**config.mk**
```make
export PLATFORM = sky130hd
export DESIGN_NAME = biallelic_genotype_tally_core_flat
export DESIGN_NICKNAME = d
export VERILOG_FILES = /design/src/bgt_pkg.sv /design/src/bgt_in_if.sv /design/src/bgt_out_if.sv /design/src/biallelic_genotype_tally_core.sv /design/src/bgt_front.sv /design/src/bgt_queue.sv /design/src/bgt_back.sv /design/src/flat_wrapper.sv
export SDC_FILE = /design/constraint.sdc
export NUM_CORES = 1
export LEC_CHECK = 0
export BUFFER_PORTS_ARGS = -buffer_cell sky130_fd_sc_hd__buf_2
export CELL_PAD_IN_SITES_DETAIL_PLACEMENT = 2
export CELL_PAD_IN_SITES_GLOBAL_PLACEMENT = 2
export CORE_UTILIZATION = 40
export CTS_CLUSTER_SIZE = 10
export DETAILED_ROUTE_END_ITERATION = 6
export PLACE_DENSITY = 0.81
export SYNTH_ARGS = -nofsm -noshare
export SYNTH_HDL_FRONTEND = slang
export SYNTH_SLANG_ARGS = --single-unit
```
**constraint.sdc**
```tcl
create_clock -name clk -period 20.7 [get_ports clk]
set_input_delay 4.14 -clock clk [delete_from_list [all_inputs] [get_ports clk]]
set_output_delay 4.14 -clock clk [all_outputs]
set_load 0.02 [all_outputs]
```
**src/bgt_pkg.sv**
```systemverilog
// ----------------------------------------------------------------------------
// bgt_pkg
// Shared types and constants for the biallelic genotype tally core.
// ----------------------------------------------------------------------------
package bgt_pkg;

  localparam int CODE_W = 16;
  localparam int OUT_W  = 16;

  localparam logic [CODE_W-1:0] MISSING_CODE = 16'hFFFF;
  localparam logic [CODE_W-1:0] HIGH_BYTE    = 16'hFF00;
  localparam logic [CODE_W-1:0] LOW_BYTE     = 16'h00FF;

  // Slot select / found mask bits
  localparam int NUM_SLOTS = 3;
  localparam logic [NUM_SLOTS-1:0] SLOT_NONE = 3'b000;
  localparam logic [NUM_SLOTS-1:0] SLOT_HOM1 = 3'b001;
  localparam logic [NUM_SLOTS-1:0] SLOT_HET  = 3'b010;
  localparam logic [NUM_SLOTS-1:0] SLOT_HOM2 = 3'b100;

  // Queue between front and back
  localparam int QDEPTH = 2;
  localparam int QPTR_W = $clog2(QDEPTH);
  localparam int QCNT_W = $clog2(QDEPTH + 1);

  typedef struct packed {
    logic [CODE_W-1:0] code;
    logic              missing;
    logic              hom;
    logic              last;
  } item_t;

endpackage

```
**src/bgt_in_if.sv**
```systemverilog
// ----------------------------------------------------------------------------
// bgt_in_if
// Input channel: one genotype code per item.
// ----------------------------------------------------------------------------
interface bgt_in_if;
  logic        valid;
  logic        ready;
  logic [15:0] genotype_code;
  logic        last_in_row;

  modport source (output valid, output genotype_code, output last_in_row, input ready);
  modport sink   (input valid, input genotype_code, input last_in_row, output ready);
endinterface

```
**src/bgt_out_if.sv**
```systemverilog
// ----------------------------------------------------------------------------
// bgt_out_if
// Result channel: per-row tallies, slot codes and error flag.
// ----------------------------------------------------------------------------
interface bgt_out_if;
  logic        valid;
  logic        ready;
  logic [15:0] missing_count;
  logic [15:0] hom_first_count;
  logic [15:0] het_count;
  logic [15:0] hom_second_count;
  logic [15:0] hom_first_code;
  logic [15:0] het_code;
  logic [15:0] hom_second_code;
  logic        bad_row;

  modport source (
    output valid, input ready,
    output missing_count, output hom_first_count, output het_count,
    output hom_second_count, output hom_first_code, output het_code,
    output hom_second_code, output bad_row
  );
  modport sink (
    input valid, output ready,
    input missing_count, input hom_first_count, input het_count,
    input hom_second_count, input hom_first_code, input het_code,
    input hom_second_code, input bad_row
  );
endinterface

```
**src/biallelic_genotype_tally_core.sv**
```systemverilog
// ----------------------------------------------------------------------------
// biallelic_genotype_tally_core
// Per-row genotype tally: missing count, three discovered slots, error flag.
// ----------------------------------------------------------------------------
// Throughput: one item per cycle; the back stage stalls only when a last item
//   arrives while the previous row result is still unclaimed at the output.
// Result: an accepted last item first enters the queue; when the back stage pops
//   it, the row is tallied into the result register and the output valid is set.
// Reset (rst_n, synchronous): clears queue, tallies, slot flags, error flag
//   and the output valid; the block accepts items the cycle after reset.
module biallelic_genotype_tally_core #(
  parameter int COUNT_BITS = 16
) (
  input  logic      clk,
  input  logic      rst_n,
  bgt_in_if.sink    in_ch,
  bgt_out_if.source out_ch
);

  logic           push;
  bgt_pkg::item_t push_item;
  logic           q_full;
  logic           q_pop;
  logic           q_valid;
  bgt_pkg::item_t q_item;

  bgt_front u_front (
    .in_ch     (in_ch),
    .q_full    (q_full),
    .push      (push),
    .push_item (push_item)
  );

  bgt_queue u_queue (
    .clk       (clk),
    .rst_n     (rst_n),
    .push      (push),
    .push_item (push_item),
    .full      (q_full),
    .pop       (q_pop),
    .pop_valid (q_valid),
    .pop_item  (q_item)
  );

  bgt_back #(
    .COUNT_BITS (COUNT_BITS)
  ) u_back (
    .clk     (clk),
    .rst_n   (rst_n),
    .q_valid (q_valid),
    .q_item  (q_item),
    .q_pop   (q_pop),
    .out_ch  (out_ch)
  );

  a_no_push_when_full: assert property (@(posedge clk) disable iff (!rst_n)
    !(push && q_full))
    else $error("item pushed into full queue");

  a_no_result_overwrite: assert property (@(posedge clk) disable iff (!rst_n)
    !(q_pop && q_item.last && out_ch.valid && !out_ch.ready))
    else $error("row result overwritten before taken");

  a_last_gives_result: assert property (@(posedge clk) disable iff (!rst_n)
    (q_pop && q_item.last) |=> out_ch.valid)
    else $error("last item did not produce a result");

  a_missing_not_hom: assert property (@(posedge clk) disable iff (!rst_n)
    push |-> !(push_item.missing && push_item.hom))
    else $error("missing code classified homozygous");

endmodule

```
**src/bgt_front.sv**
```systemverilog
// ----------------------------------------------------------------------------
// bgt_front
// Accepts genotype items and classifies them as missing or homozygous.
// ----------------------------------------------------------------------------
module bgt_front (
  bgt_in_if.sink         in_ch,
  input  logic           q_full,
  output logic           push,
  output bgt_pkg::item_t push_item
);

  logic [7:0] hi_byte;
  logic [7:0] lo_byte;

  assign hi_byte = 8'((in_ch.genotype_code & bgt_pkg::HIGH_BYTE) >> 8);
  assign lo_byte = 8'(in_ch.genotype_code & bgt_pkg::LOW_BYTE);

  assign in_ch.ready = !q_full;
  assign push        = in_ch.valid && !q_full;

  always_comb begin
    push_item.code    = in_ch.genotype_code;
    push_item.missing = (in_ch.genotype_code == bgt_pkg::MISSING_CODE);
    push_item.hom     = !push_item.missing && (hi_byte == lo_byte);
    push_item.last    = in_ch.last_in_row;
  end

endmodule

```
**src/bgt_queue.sv**
```systemverilog
// ----------------------------------------------------------------------------
// bgt_queue
// Two-entry item queue between front and back; push and pop in the same cycle.
// ----------------------------------------------------------------------------
module bgt_queue (
  input  logic           clk,
  input  logic           rst_n,
  input  logic           push,
  input  bgt_pkg::item_t push_item,
  output logic           full,
  input  logic           pop,
  output logic           pop_valid,
  output bgt_pkg::item_t pop_item
);

  bgt_pkg::item_t                  mem_r [bgt_pkg::QDEPTH];
  logic [bgt_pkg::QPTR_W-1:0]      wr_ptr_r;
  logic [bgt_pkg::QPTR_W-1:0]      rd_ptr_r;
  logic [bgt_pkg::QCNT_W-1:0]      count_r;
  logic [bgt_pkg::QCNT_W-1:0]      count_nxt;

  assign full      = (count_r == bgt_pkg::QCNT_W'(bgt_pkg::QDEPTH));
  assign pop_valid = (count_r != '0);
  assign pop_item  = mem_r[rd_ptr_r];

  always_comb begin
    count_nxt = count_r;
    if (push && !pop) begin
      count_nxt = count_r + 1'b1;
    end else if (pop && !push) begin
      count_nxt = count_r - 1'b1;
    end
  end

  always_ff @(posedge clk) begin
    if (!rst_n) begin
      wr_ptr_r <= '0;
      rd_ptr_r <= '0;
      count_r  <= '0;
    end else begin
      count_r <= count_nxt;
      if (push) begin
        wr_ptr_r <= (wr_ptr_r == bgt_pkg::QPTR_W'(bgt_pkg::QDEPTH - 1)) ? '0 : wr_ptr_r + 1'b1;
      end
      if (pop) begin
        rd_ptr_r <= (rd_ptr_r == bgt_pkg::QPTR_W'(bgt_pkg::QDEPTH - 1)) ? '0 : rd_ptr_r + 1'b1;
      end
    end
  end

  always_ff @(posedge clk) begin
    if (push) begin
      mem_r[wr_ptr_r] <= push_item;
    end
  end

endmodule

```
**src/bgt_back.sv**
```systemverilog
// ----------------------------------------------------------------------------
// bgt_back
// Matches codes against the three slots, tallies, and registers the result.
// ----------------------------------------------------------------------------
module bgt_back #(
  parameter int COUNT_BITS = 16
) (
  input  logic           clk,
  input  logic           rst_n,
  input  logic           q_valid,
  input  bgt_pkg::item_t q_item,
  output logic           q_pop,
  bgt_out_if.source      out_ch
);

  localparam int NS = bgt_pkg::NUM_SLOTS;

  logic [NS-1:0]                 found_r;
  logic [NS-1:0]                 found_nxt;
  logic [bgt_pkg::CODE_W-1:0]    codes_r   [NS];
  logic [bgt_pkg::CODE_W-1:0]    codes_nxt [NS];
  logic [COUNT_BITS-1:0]         cnt_r     [NS];
  logic [COUNT_BITS-1:0]         cnt_nxt   [NS];
  logic [COUNT_BITS-1:0]         miss_r;
  logic [COUNT_BITS-1:0]         miss_nxt;
  logic                          err_r;
  logic                          err_nxt;
  logic [NS-1:0]                 match;
  logic [NS-1:0]                 sel;
  logic                          out_valid_r;

  // index 0 is missing tally, 1..3 are slot counts
  logic [COUNT_BITS-1:0]         clamp_in  [NS+1];
  logic [bgt_pkg::OUT_W-1:0]     clamp_out [NS+1];

  logic [bgt_pkg::OUT_W-1:0]     o_cnt_r   [NS+1];
  logic [bgt_pkg::CODE_W-1:0]    o_code_r  [NS];
  logic                          o_bad_r;

  function automatic logic [COUNT_BITS-1:0] sat_inc(input logic [COUNT_BITS-1:0] v);
    sat_inc = (v == '1) ? v : v + 1'b1;
  endfunction

  assign q_pop = q_valid && (!q_item.last || !out_valid_r || out_ch.ready);

  always_comb begin
    for (int k = 0; k < NS; k++) begin
      match[k] = found_r[k] && (codes_r[k] == q_item.code);
    end
  end

  always_comb begin
    sel = bgt_pkg::SLOT_NONE;
    if (|match) begin
      sel = match;
    end else begin
      unique case (found_r)
        bgt_pkg::SLOT_NONE:
          sel = q_item.hom ? bgt_pkg::SLOT_HOM1 : bgt_pkg::SLOT_HET;
        bgt_pkg::SLOT_HOM1:
          sel = q_item.hom ? bgt_pkg::SLOT_HOM2 : bgt_pkg::SLOT_HET;
        bgt_pkg::SLOT_HET:
          sel = q_item.hom ? bgt_pkg::SLOT_HOM1 : bgt_pkg::SLOT_NONE;
        bgt_pkg::SLOT_HOM1 | bgt_pkg::SLOT_HET:
          sel = q_item.hom ? bgt_pkg::SLOT_HOM2 : bgt_pkg::SLOT_NONE;
        bgt_pkg::SLOT_HOM1 | bgt_pkg::SLOT_HOM2:
          sel = q_item.hom ? bgt_pkg::SLOT_NONE : bgt_pkg::SLOT_HET;
        default:
          sel = bgt_pkg::SLOT_NONE;
      endcase
    end
  end

  always_comb begin
    found_nxt = found_r;
    codes_nxt = codes_r;
    cnt_nxt   = cnt_r;
    miss_nxt  = miss_r;
    err_nxt   = err_r;
    if (q_item.missing) begin
      miss_nxt = sat_inc(miss_r);
    end else if (sel == bgt_pkg::SLOT_NONE) begin
      err_nxt = 1'b1;
    end else begin
      for (int k = 0; k < NS; k++) begin
        if (sel[k]) begin
          found_nxt[k] = 1'b1;
          codes_nxt[k] = q_item.code;
          cnt_nxt[k]   = sat_inc(cnt_r[k]);
        end
      end
    end
  end

  always_comb begin
    clamp_in[0] = miss_nxt;
    for (int k = 0; k < NS; k++) begin
      clamp_in[k+1] = cnt_nxt[k];
    end
  end

  for (genvar g = 0; g <= NS; g++) begin : g_clamp
    if (COUNT_BITS > bgt_pkg::OUT_W) begin : g_wide
      assign clamp_out[g] = (|clamp_in[g][COUNT_BITS-1:bgt_pkg::OUT_W]) ?
                            '1 : clamp_in[g][bgt_pkg::OUT_W-1:0];
    end else begin : g_narrow
      assign clamp_out[g] = bgt_pkg::OUT_W'(clamp_in[g]);
    end
  end

  always_ff @(posedge clk) begin
    if (!rst_n) begin
      found_r     <= '0;
      cnt_r       <= '{default: '0};
      miss_r      <= '0;
      err_r       <= 1'b0;
      out_valid_r <= 1'b0;
    end else begin
      if (q_pop && q_item.last) begin
        out_valid_r <= 1'b1;
      end else if (out_ch.ready) begin
        out_valid_r <= 1'b0;
      end
      if (q_pop) begin
        if (q_item.last) begin
          found_r     <= '0;
          cnt_r       <= '{default: '0};
          miss_r      <= '0;
          err_r       <= 1'b0;
        end else begin
          found_r <= found_nxt;
          cnt_r   <= cnt_nxt;
          miss_r  <= miss_nxt;
          err_r   <= err_nxt;
        end
      end
    end
  end

  always_ff @(posedge clk) begin
    if (q_pop) begin
      codes_r <= codes_nxt;
      if (q_item.last) begin
        o_cnt_r <= clamp_out;
        o_bad_r <= err_nxt;
        for (int k = 0; k < NS; k++) begin
          o_code_r[k] <= found_nxt[k] ? codes_nxt[k] : '0;
        end
      end
    end
  end

  assign out_ch.valid            = out_valid_r;
  assign out_ch.missing_count    = o_cnt_r[0];
  assign out_ch.hom_first_count  = o_cnt_r[1];
  assign out_ch.het_count        = o_cnt_r[2];
  assign out_ch.hom_second_count = o_cnt_r[3];
  assign out_ch.hom_first_code   = o_code_r[0];
  assign out_ch.het_code         = o_code_r[1];
  assign out_ch.hom_second_code  = o_code_r[2];
  assign out_ch.bad_row          = o_bad_r;

endmodule
```
**src/flat_wrapper.sv**
```systemverilog
// flat-port wrapper written by rule: the top's interface ports become plain ports
module biallelic_genotype_tally_core_flat 
#(
  parameter int COUNT_BITS = 16
)
  (clk, rst_n, in_ch_valid, in_ch_genotype_code, in_ch_last_in_row, in_ch_ready, out_ch_valid, out_ch_ready, out_ch_missing_count, out_ch_hom_first_count, out_ch_het_count, out_ch_hom_second_count, out_ch_hom_first_code, out_ch_het_code, out_ch_hom_second_code, out_ch_bad_row);
  bgt_in_if in_ch_i ();
  bgt_out_if out_ch_i ();
  input  logic clk;
  input  logic rst_n;
  input wire logic [$bits(in_ch_i.valid)-1:0] in_ch_valid;
  input wire logic [$bits(in_ch_i.genotype_code)-1:0] in_ch_genotype_code;
  input wire logic [$bits(in_ch_i.last_in_row)-1:0] in_ch_last_in_row;
  output wire logic [$bits(in_ch_i.ready)-1:0] in_ch_ready;
  output wire logic [$bits(out_ch_i.valid)-1:0] out_ch_valid;
  input wire logic [$bits(out_ch_i.ready)-1:0] out_ch_ready;
  output wire logic [$bits(out_ch_i.missing_count)-1:0] out_ch_missing_count;
  output wire logic [$bits(out_ch_i.hom_first_count)-1:0] out_ch_hom_first_count;
  output wire logic [$bits(out_ch_i.het_count)-1:0] out_ch_het_count;
  output wire logic [$bits(out_ch_i.hom_second_count)-1:0] out_ch_hom_second_count;
  output wire logic [$bits(out_ch_i.hom_first_code)-1:0] out_ch_hom_first_code;
  output wire logic [$bits(out_ch_i.het_code)-1:0] out_ch_het_code;
  output wire logic [$bits(out_ch_i.hom_second_code)-1:0] out_ch_hom_second_code;
  output wire logic [$bits(out_ch_i.bad_row)-1:0] out_ch_bad_row;
  assign in_ch_i.valid = in_ch_valid;
  assign in_ch_i.genotype_code = in_ch_genotype_code;
  assign in_ch_i.last_in_row = in_ch_last_in_row;
  assign in_ch_ready = in_ch_i.ready;
  assign out_ch_valid = out_ch_i.valid;
  assign out_ch_i.ready = out_ch_ready;
  assign out_ch_missing_count = out_ch_i.missing_count;
  assign out_ch_hom_first_count = out_ch_i.hom_first_count;
  assign out_ch_het_count = out_ch_i.het_count;
  assign out_ch_hom_second_count = out_ch_i.hom_second_count;
  assign out_ch_hom_first_code = out_ch_i.hom_first_code;
  assign out_ch_het_code = out_ch_i.het_code;
  assign out_ch_hom_second_code = out_ch_i.hom_second_code;
  assign out_ch_bad_row = out_ch_i.bad_row;
  biallelic_genotype_tally_core #(.COUNT_BITS(COUNT_BITS)) u_core (.clk(clk), .rst_n(rst_n), .in_ch(in_ch_i), .out_ch(out_ch_i));
endmodule
```
# [Word-level counts from Yosys, hierarchy flattened]
# Memories as Yosys holds them, arrays and structs flattened. A register that Yosys moved wholly into a read port is not among the register bits.
# Cells that the tools add are included.
[word_totals] reg_bits=186 ram_bits=86 inputBits=21 out_inout_bits=115 word_cells=115 memories=2
[memory_table] memory="u_core.u_back.o_code_r" depth=3 width=16 rd=3 rd_clocked_by_memory_dff=0 wr=3 line="bgt_back.sv:37" rtl="logic [bgt_pkg::CODE_W-1:0] o_code_r [NS];"
[memory_table] memory="u_core.u_queue.mem_r" depth=2 width=19 rd=1 rd_clocked_by_memory_dff=1 wr=1 line="bgt_queue.sv:16" rtl="bgt_pkg::item_t mem_r [bgt_pkg::QDEPTH];"
[classes] n_addsub=8 n_eq_ne=14 muxes=49 n_reduce_logical=24
[ops] cell="$mux W16" n=15
[ops] cell="$mux W48" n=5
[ops] cell="$eq A16 B16 Y1 const B" n=5
[ops] cell="$add A16 B1 Y16 const B" n=4
[ops] cell="$eq A16 B16 Y1" n=3
[ops] cell="$mux W1" n=18
[ops] cell="$mux W3" n=6
[ops] cell="$pmux W3 S5" n=1
[ops] cell="$logic_and A1 B1 Y1" n=9
[ops] cell="$eq A8 B8 Y1" n=1
[ops] cell="$mux W2" n=4
[ops] cell="$eq A3 B2 Y1 const B" n=2
[ops] cell="$logic_not A1 Y1" n=6
[ops] cell="$logic_not A3 Y1" n=2
[ops] cell="$reduce_bool A2 Y1" n=3
[ops] cell="$eq A3 B1 Y1 const B" n=1
[ops] cell="$eq A3 B3 Y1 const B" n=1
[ops] cell="$reduce_or A3 Y1" n=1
[ops] cell="$add A1 B1 Y1 const B" n=2
[ops] cell="$add A2 B1 Y2 const B" n=1
[ops] cell="$eq A2 B2 Y1 const B" n=1
[ops] cell="$logic_or A1 B1 Y1" n=2
[ops] cell="$reduce_and A2 Y1" n=1
[ops] cell="$sub A2 B1 Y2 const B" n=1

# [Depth between registers and ports, before layout]
[logic_depth] ltp_word=8 mapped_depth=13 mapped_depth_nobuf=9

# [By module]
# Synthesis repeated with hierarchy kept, for this count alone.
[unflattened] hier_cells=1095 hier_area_um2=12968.7
[by_module_without_submodules] module="bgt_back" instances=1 cells_each=979 area_each_um2=11113.2 seq_area_each_um2=6216.0
[by_module_without_submodules] module="bgt_queue" instances=1 cells_each=81 area_each_um2=1592.8 seq_area_each_um2=1241.2
[by_module_without_submodules] module="bgt_front" instances=1 cells_each=35 area_each_um2=262.8 seq_area_each_um2=0.0

# [Worst setup path before layout]
# Ideal clock, no wire load.
[synth_timing] path_kind="input-to-reg" start="in out_ch_ready" end="reg u_core.u_back.cnt_r[30] (netlist name)" setup_ns=0.115 arrival_time_ns=9.814 t_required_ns=20.585 path_slack_ns=10.771 stages=6 path_buffers=0 path_cell_list="nor2b_1 > a21o_1 > nor2_1 > nor2b_1 > a41o_1 > and3_1"
[synth_via] elab_chain_cells=2
[synth_lines] item="start: declaration" line="flat_wrapper.sv:16" rtl="input wire logic [$bits(out_ch_i.ready)-1:0] out_ch_ready;"
[synth_lines] item="$logic_or A1 B1 Y1" line="bgt_back.sv:44" rtl="assign q_pop = q_valid && (!q_item.last || !out_valid_r || out_ch.ready);"
[synth_lines] item="$logic_and A1 B1 Y1" line="bgt_back.sv:44"
[synth_lines] item="end signal: assignment" line="bgt_back.sv:132" rtl="cnt_r <= cnt_nxt;"
[synth_lines] item="end: declaration" line="bgt_back.sv:22" rtl="logic [COUNT_BITS-1:0] cnt_r [NS];"
# Every way passes these cells.
# A chain may end at the register's enable or synchronous reset.

# [Worst setup path after layout]
# Ends and elaborated chain as after synthesis.

==> reports/results.txt <==
status: finished clean
# setup viols final: 0
PwrDens: 152 nW/µm²
CTS tree: yes
minimum clock period after layout: 6.63 ns
height of the die: 183 µm
Post-Syn Instances: 1157
Setup WS post-layout: 14.07 ns
Post-synth EDFFs: 199
PostCTS Resize Cnt: 0
reg2reg end: u_core.u_back.o_code_r[0][16]$_SDFFCE_PN0P_
Cell Chain, Critical Path: buf_2 > nor2b_1 > a21o_1 > buf_4 > nor2_4 > buf_4 > nor2b_1 > a41o_1 > and3_1
# DRC: 0
sequential share of the synthesized area: 0.572
Ports: 136
syn nets: 1183
Overflow after GRT: 0
# port buffers: 135
Worst Path Arrival: 7.04 ns
commonest cells after routing, fill and taps aside: 199 x edfxtp_1, 135 x buf_2, 121 x nand2_1
largest net degree at the start of global routing: 76
placed instance area: 14100 µm²
Post-DRT Antenna Nets: 0
worst slack, placed: 13.42 ns
max incr delay on CP: 0.91 ns
NumNets Final: 1302
Worst Hold Depth: 1
area delta synth->final: 16.0%
Crit Path Class: in -> reg
CP required: 21.11 ns
via count: 9810
DR vias/cell: 5.66
Finished Cell Area: 15100 µm²
vias in the first global route: 10700
distinct cell type count after synthesis: 74
post-synthesis cell area: 13000 µm²
die area: 33300 µm²
worst slew pin tran: 1.18 ns
setup TNS: 0 ns
final clock skew: 0.0172 ns
Clock Latency Late Sink: 0.53 ns
Final Hold Vio Count: 0
Fmax: 151 MHz
crit end category: flip-flop
aggregate global-route resource usage: 0.239
Clock transition at path regs: 0.05 ns
Synth warnings: 0
Worst Hold End: u_core.u_back.err_r$_SDFFE_PN0P_
top_reg_cell synth: edfxtp_1
max-cap viol count: 0
Max clock buf depth: 3
RSZ-0062 raised after global routing: false
hold slack: 0.517 ns
Placer Congestion: 0.766
DRT Pass-1 Iters: 4
Relative slew margins: 0.212
Synth Register Bits: 273
Buf/Inv on CP: 3
Sink Count: 273
hold_sp: u_core.u_back.err_r$_SDFFE_PN0P_
CTS H-Tree Depth: 2
Lkg Pwr: 5.40 nW
first-pass GRT wire length: 61800 µm
final worst path period share: 0.320
Rows: 65
Setup Buffers After CTS: 0
starting density of the core: 0.410
total CTS buffers: 34
Core Box Area: 31800 µm²
Die W: 183 µm
initial antenna violation count: 0
share of cells above drive strength 1: 0.192
r2r setup slk: 15.72 ns
Startpoint Class: input port
Wirelength per Cell: 22.8 µm
final core occ: 0.476
Worst Reg-to-Reg Cells: 8
initial DRC count: 560
most common cell after layout, fill and taps aside: edfxtp_1
CTS hold repair buffers: 0
asr flop ratio synth: 0
CTS root buffer: clkbuf_16
Max VDD drop: 74.3 µV
Slew Limit Fails: 0
# diodes: 0
Crit-path slowest cell: nor2_4
WL final: 39600 µm
delay-heaviest family, CP: simple AND/OR/NAND/NOR gates
HPWL Detailed: 26500 µm
path type of the worst min-delay path: reg -> reg
syn avg cell area: 11.3 µm²
worst-path fanout max: 75
## area by class of cell
class,count,area (µm²)
fillers,3233,16700
flip-flops and latches,273,7460
multi-input cells,806,5270
clock buffers,56,1020
repair buffers,148,773
well taps,435,544
inverters,13,48.8
clock inverters,3,11.3
## worst max path at each step
stage                      start                                   end  slack, ns  depth (start not counted)
floorplan           out_ch_ready  u_core.u_back.cnt_r[30]$_SDFFE_PN0P_      10.77                          6
global placement    out_ch_ready  u_core.u_back.cnt_r[30]$_SDFFE_PN0P_      13.62                          9
detailed placement  out_ch_ready  u_core.u_back.cnt_r[30]$_SDFFE_PN0P_      13.42                          9
CTS                 out_ch_ready  u_core.u_back.cnt_r[30]$_SDFFE_PN0P_      13.91                          9
global route        out_ch_ready  u_core.u_back.cnt_r[30]$_SDFFE_PN0P_      13.81                          9
finish              out_ch_ready  u_core.u_back.cnt_r[30]$_SDFFE_PN0P_      14.07                          9
## metrics by stage
step	power, W	std cells
global placement	0.00168	1675
CTS	0.00233	1734
finish	0.00230	1734
global route	0.00240	1734
floorplan	0.00147	1157
detailed placement	0.00174	1675
## cells in the mapped netlist (5+ instances only)
master,count,area (µm²)
buf_2,17,85.1
or3_1,6,37.5
a21oi_1,60,300
a211oi_1,18,135
nand2b_1,23,144
o211ai_1,10,75.1
nand3b_1,6,45.0
dfxtp_1,74,1480
mux2i_1,5,50.1
clkbuf_1,37,139
inv_1,13,48.8
nand4_1,18,113
ha_1,5,62.6
buf_1,6,22.5
a32oi_1,5,43.8
mux2_2,9,101
or4_1,6,45.0
o31ai_1,12,90.1
a22oi_1,11,82.6
xnor2_1,84,736
a31o_2,18,158
o21ai_0,25,125
xor2_1,18,158
edfxtp_1,199,5980
nor4_1,31,194
a22o_1,5,43.8
nor2b_1,17,106
nor3_1,37,185
nand2_1,122,458
nor2_1,80,300
and2_1,10,62.6
nand3_1,37,185
and3_1,17,106
mux2i_4,13,293
or2_2,6,37.5
a31oi_1,11,68.8
a21o_1,19,143
## report_power, final
| group | leakage (nW) | switching, W | internal [W] |
|---|---|---|---|
| clock | 0.495 | 0.000228 | 0.000333 |
| combinational | 2.39 | 0.000545 | 0.000240 |
| sequential | 2.52 | 0.000108 | 0.000842 |
| total | 5.40 | 0.000882 | 0.00142 |
## metal layers
| metal | vias up | GRT usage | part of all wire | routed length (µm) |
|---|---|---|---|---|
| met5 | - | 0 | 0 | 0 |
| met4 | 0 | 0.0746 | 0.022 | 879 |
| li1 | 4546 | - | - | - |
| met3 | 60 | 0.0379 | 0.042 | 1680 |
| met2 | 227 | 0.421 | 0.51 | 20000 |
| met1 | 4977 | 0.300 | 0.43 | 17000 |
## flip-flops by register name, indices dropped and copies added, names as in the netlist, 16 cells and up, named ones only
name and cells:
u_core.u_back.miss_r 16, u_core.u_back.out_ch.het_count 16, u_core.u_back.out_ch.missing_count 16, u_core.u_back.cnt_r 48, u_core.u_back.out_ch.hom_first_count 16, u_core.u_back.o_code_r 48
u_core.u_queue.mem_r 38, u_core.u_back.codes_r 48, u_core.u_back.out_ch.hom_second_count 16
## cells by family (layout without fill, tap and decap cells)
group / count (synthesis) / count (layout) / share of synthesized area
XOR/XNOR: 102 / 102 / 0.0685
multiplexers: 30 / 30 / 0.0372
flip-flops: 273 / 273 / 0.572
adder cells (fa/ha/maj): 5 / 5 / 0.00480
buffers and inverters: 78 / 220 / 0.0264
AND/OR/NAND/NOR: 436 / 436 / 0.168
AO/OA/AOI/OAI: 233 / 233 / 0.123
Power figures use the tool's default switching activity.
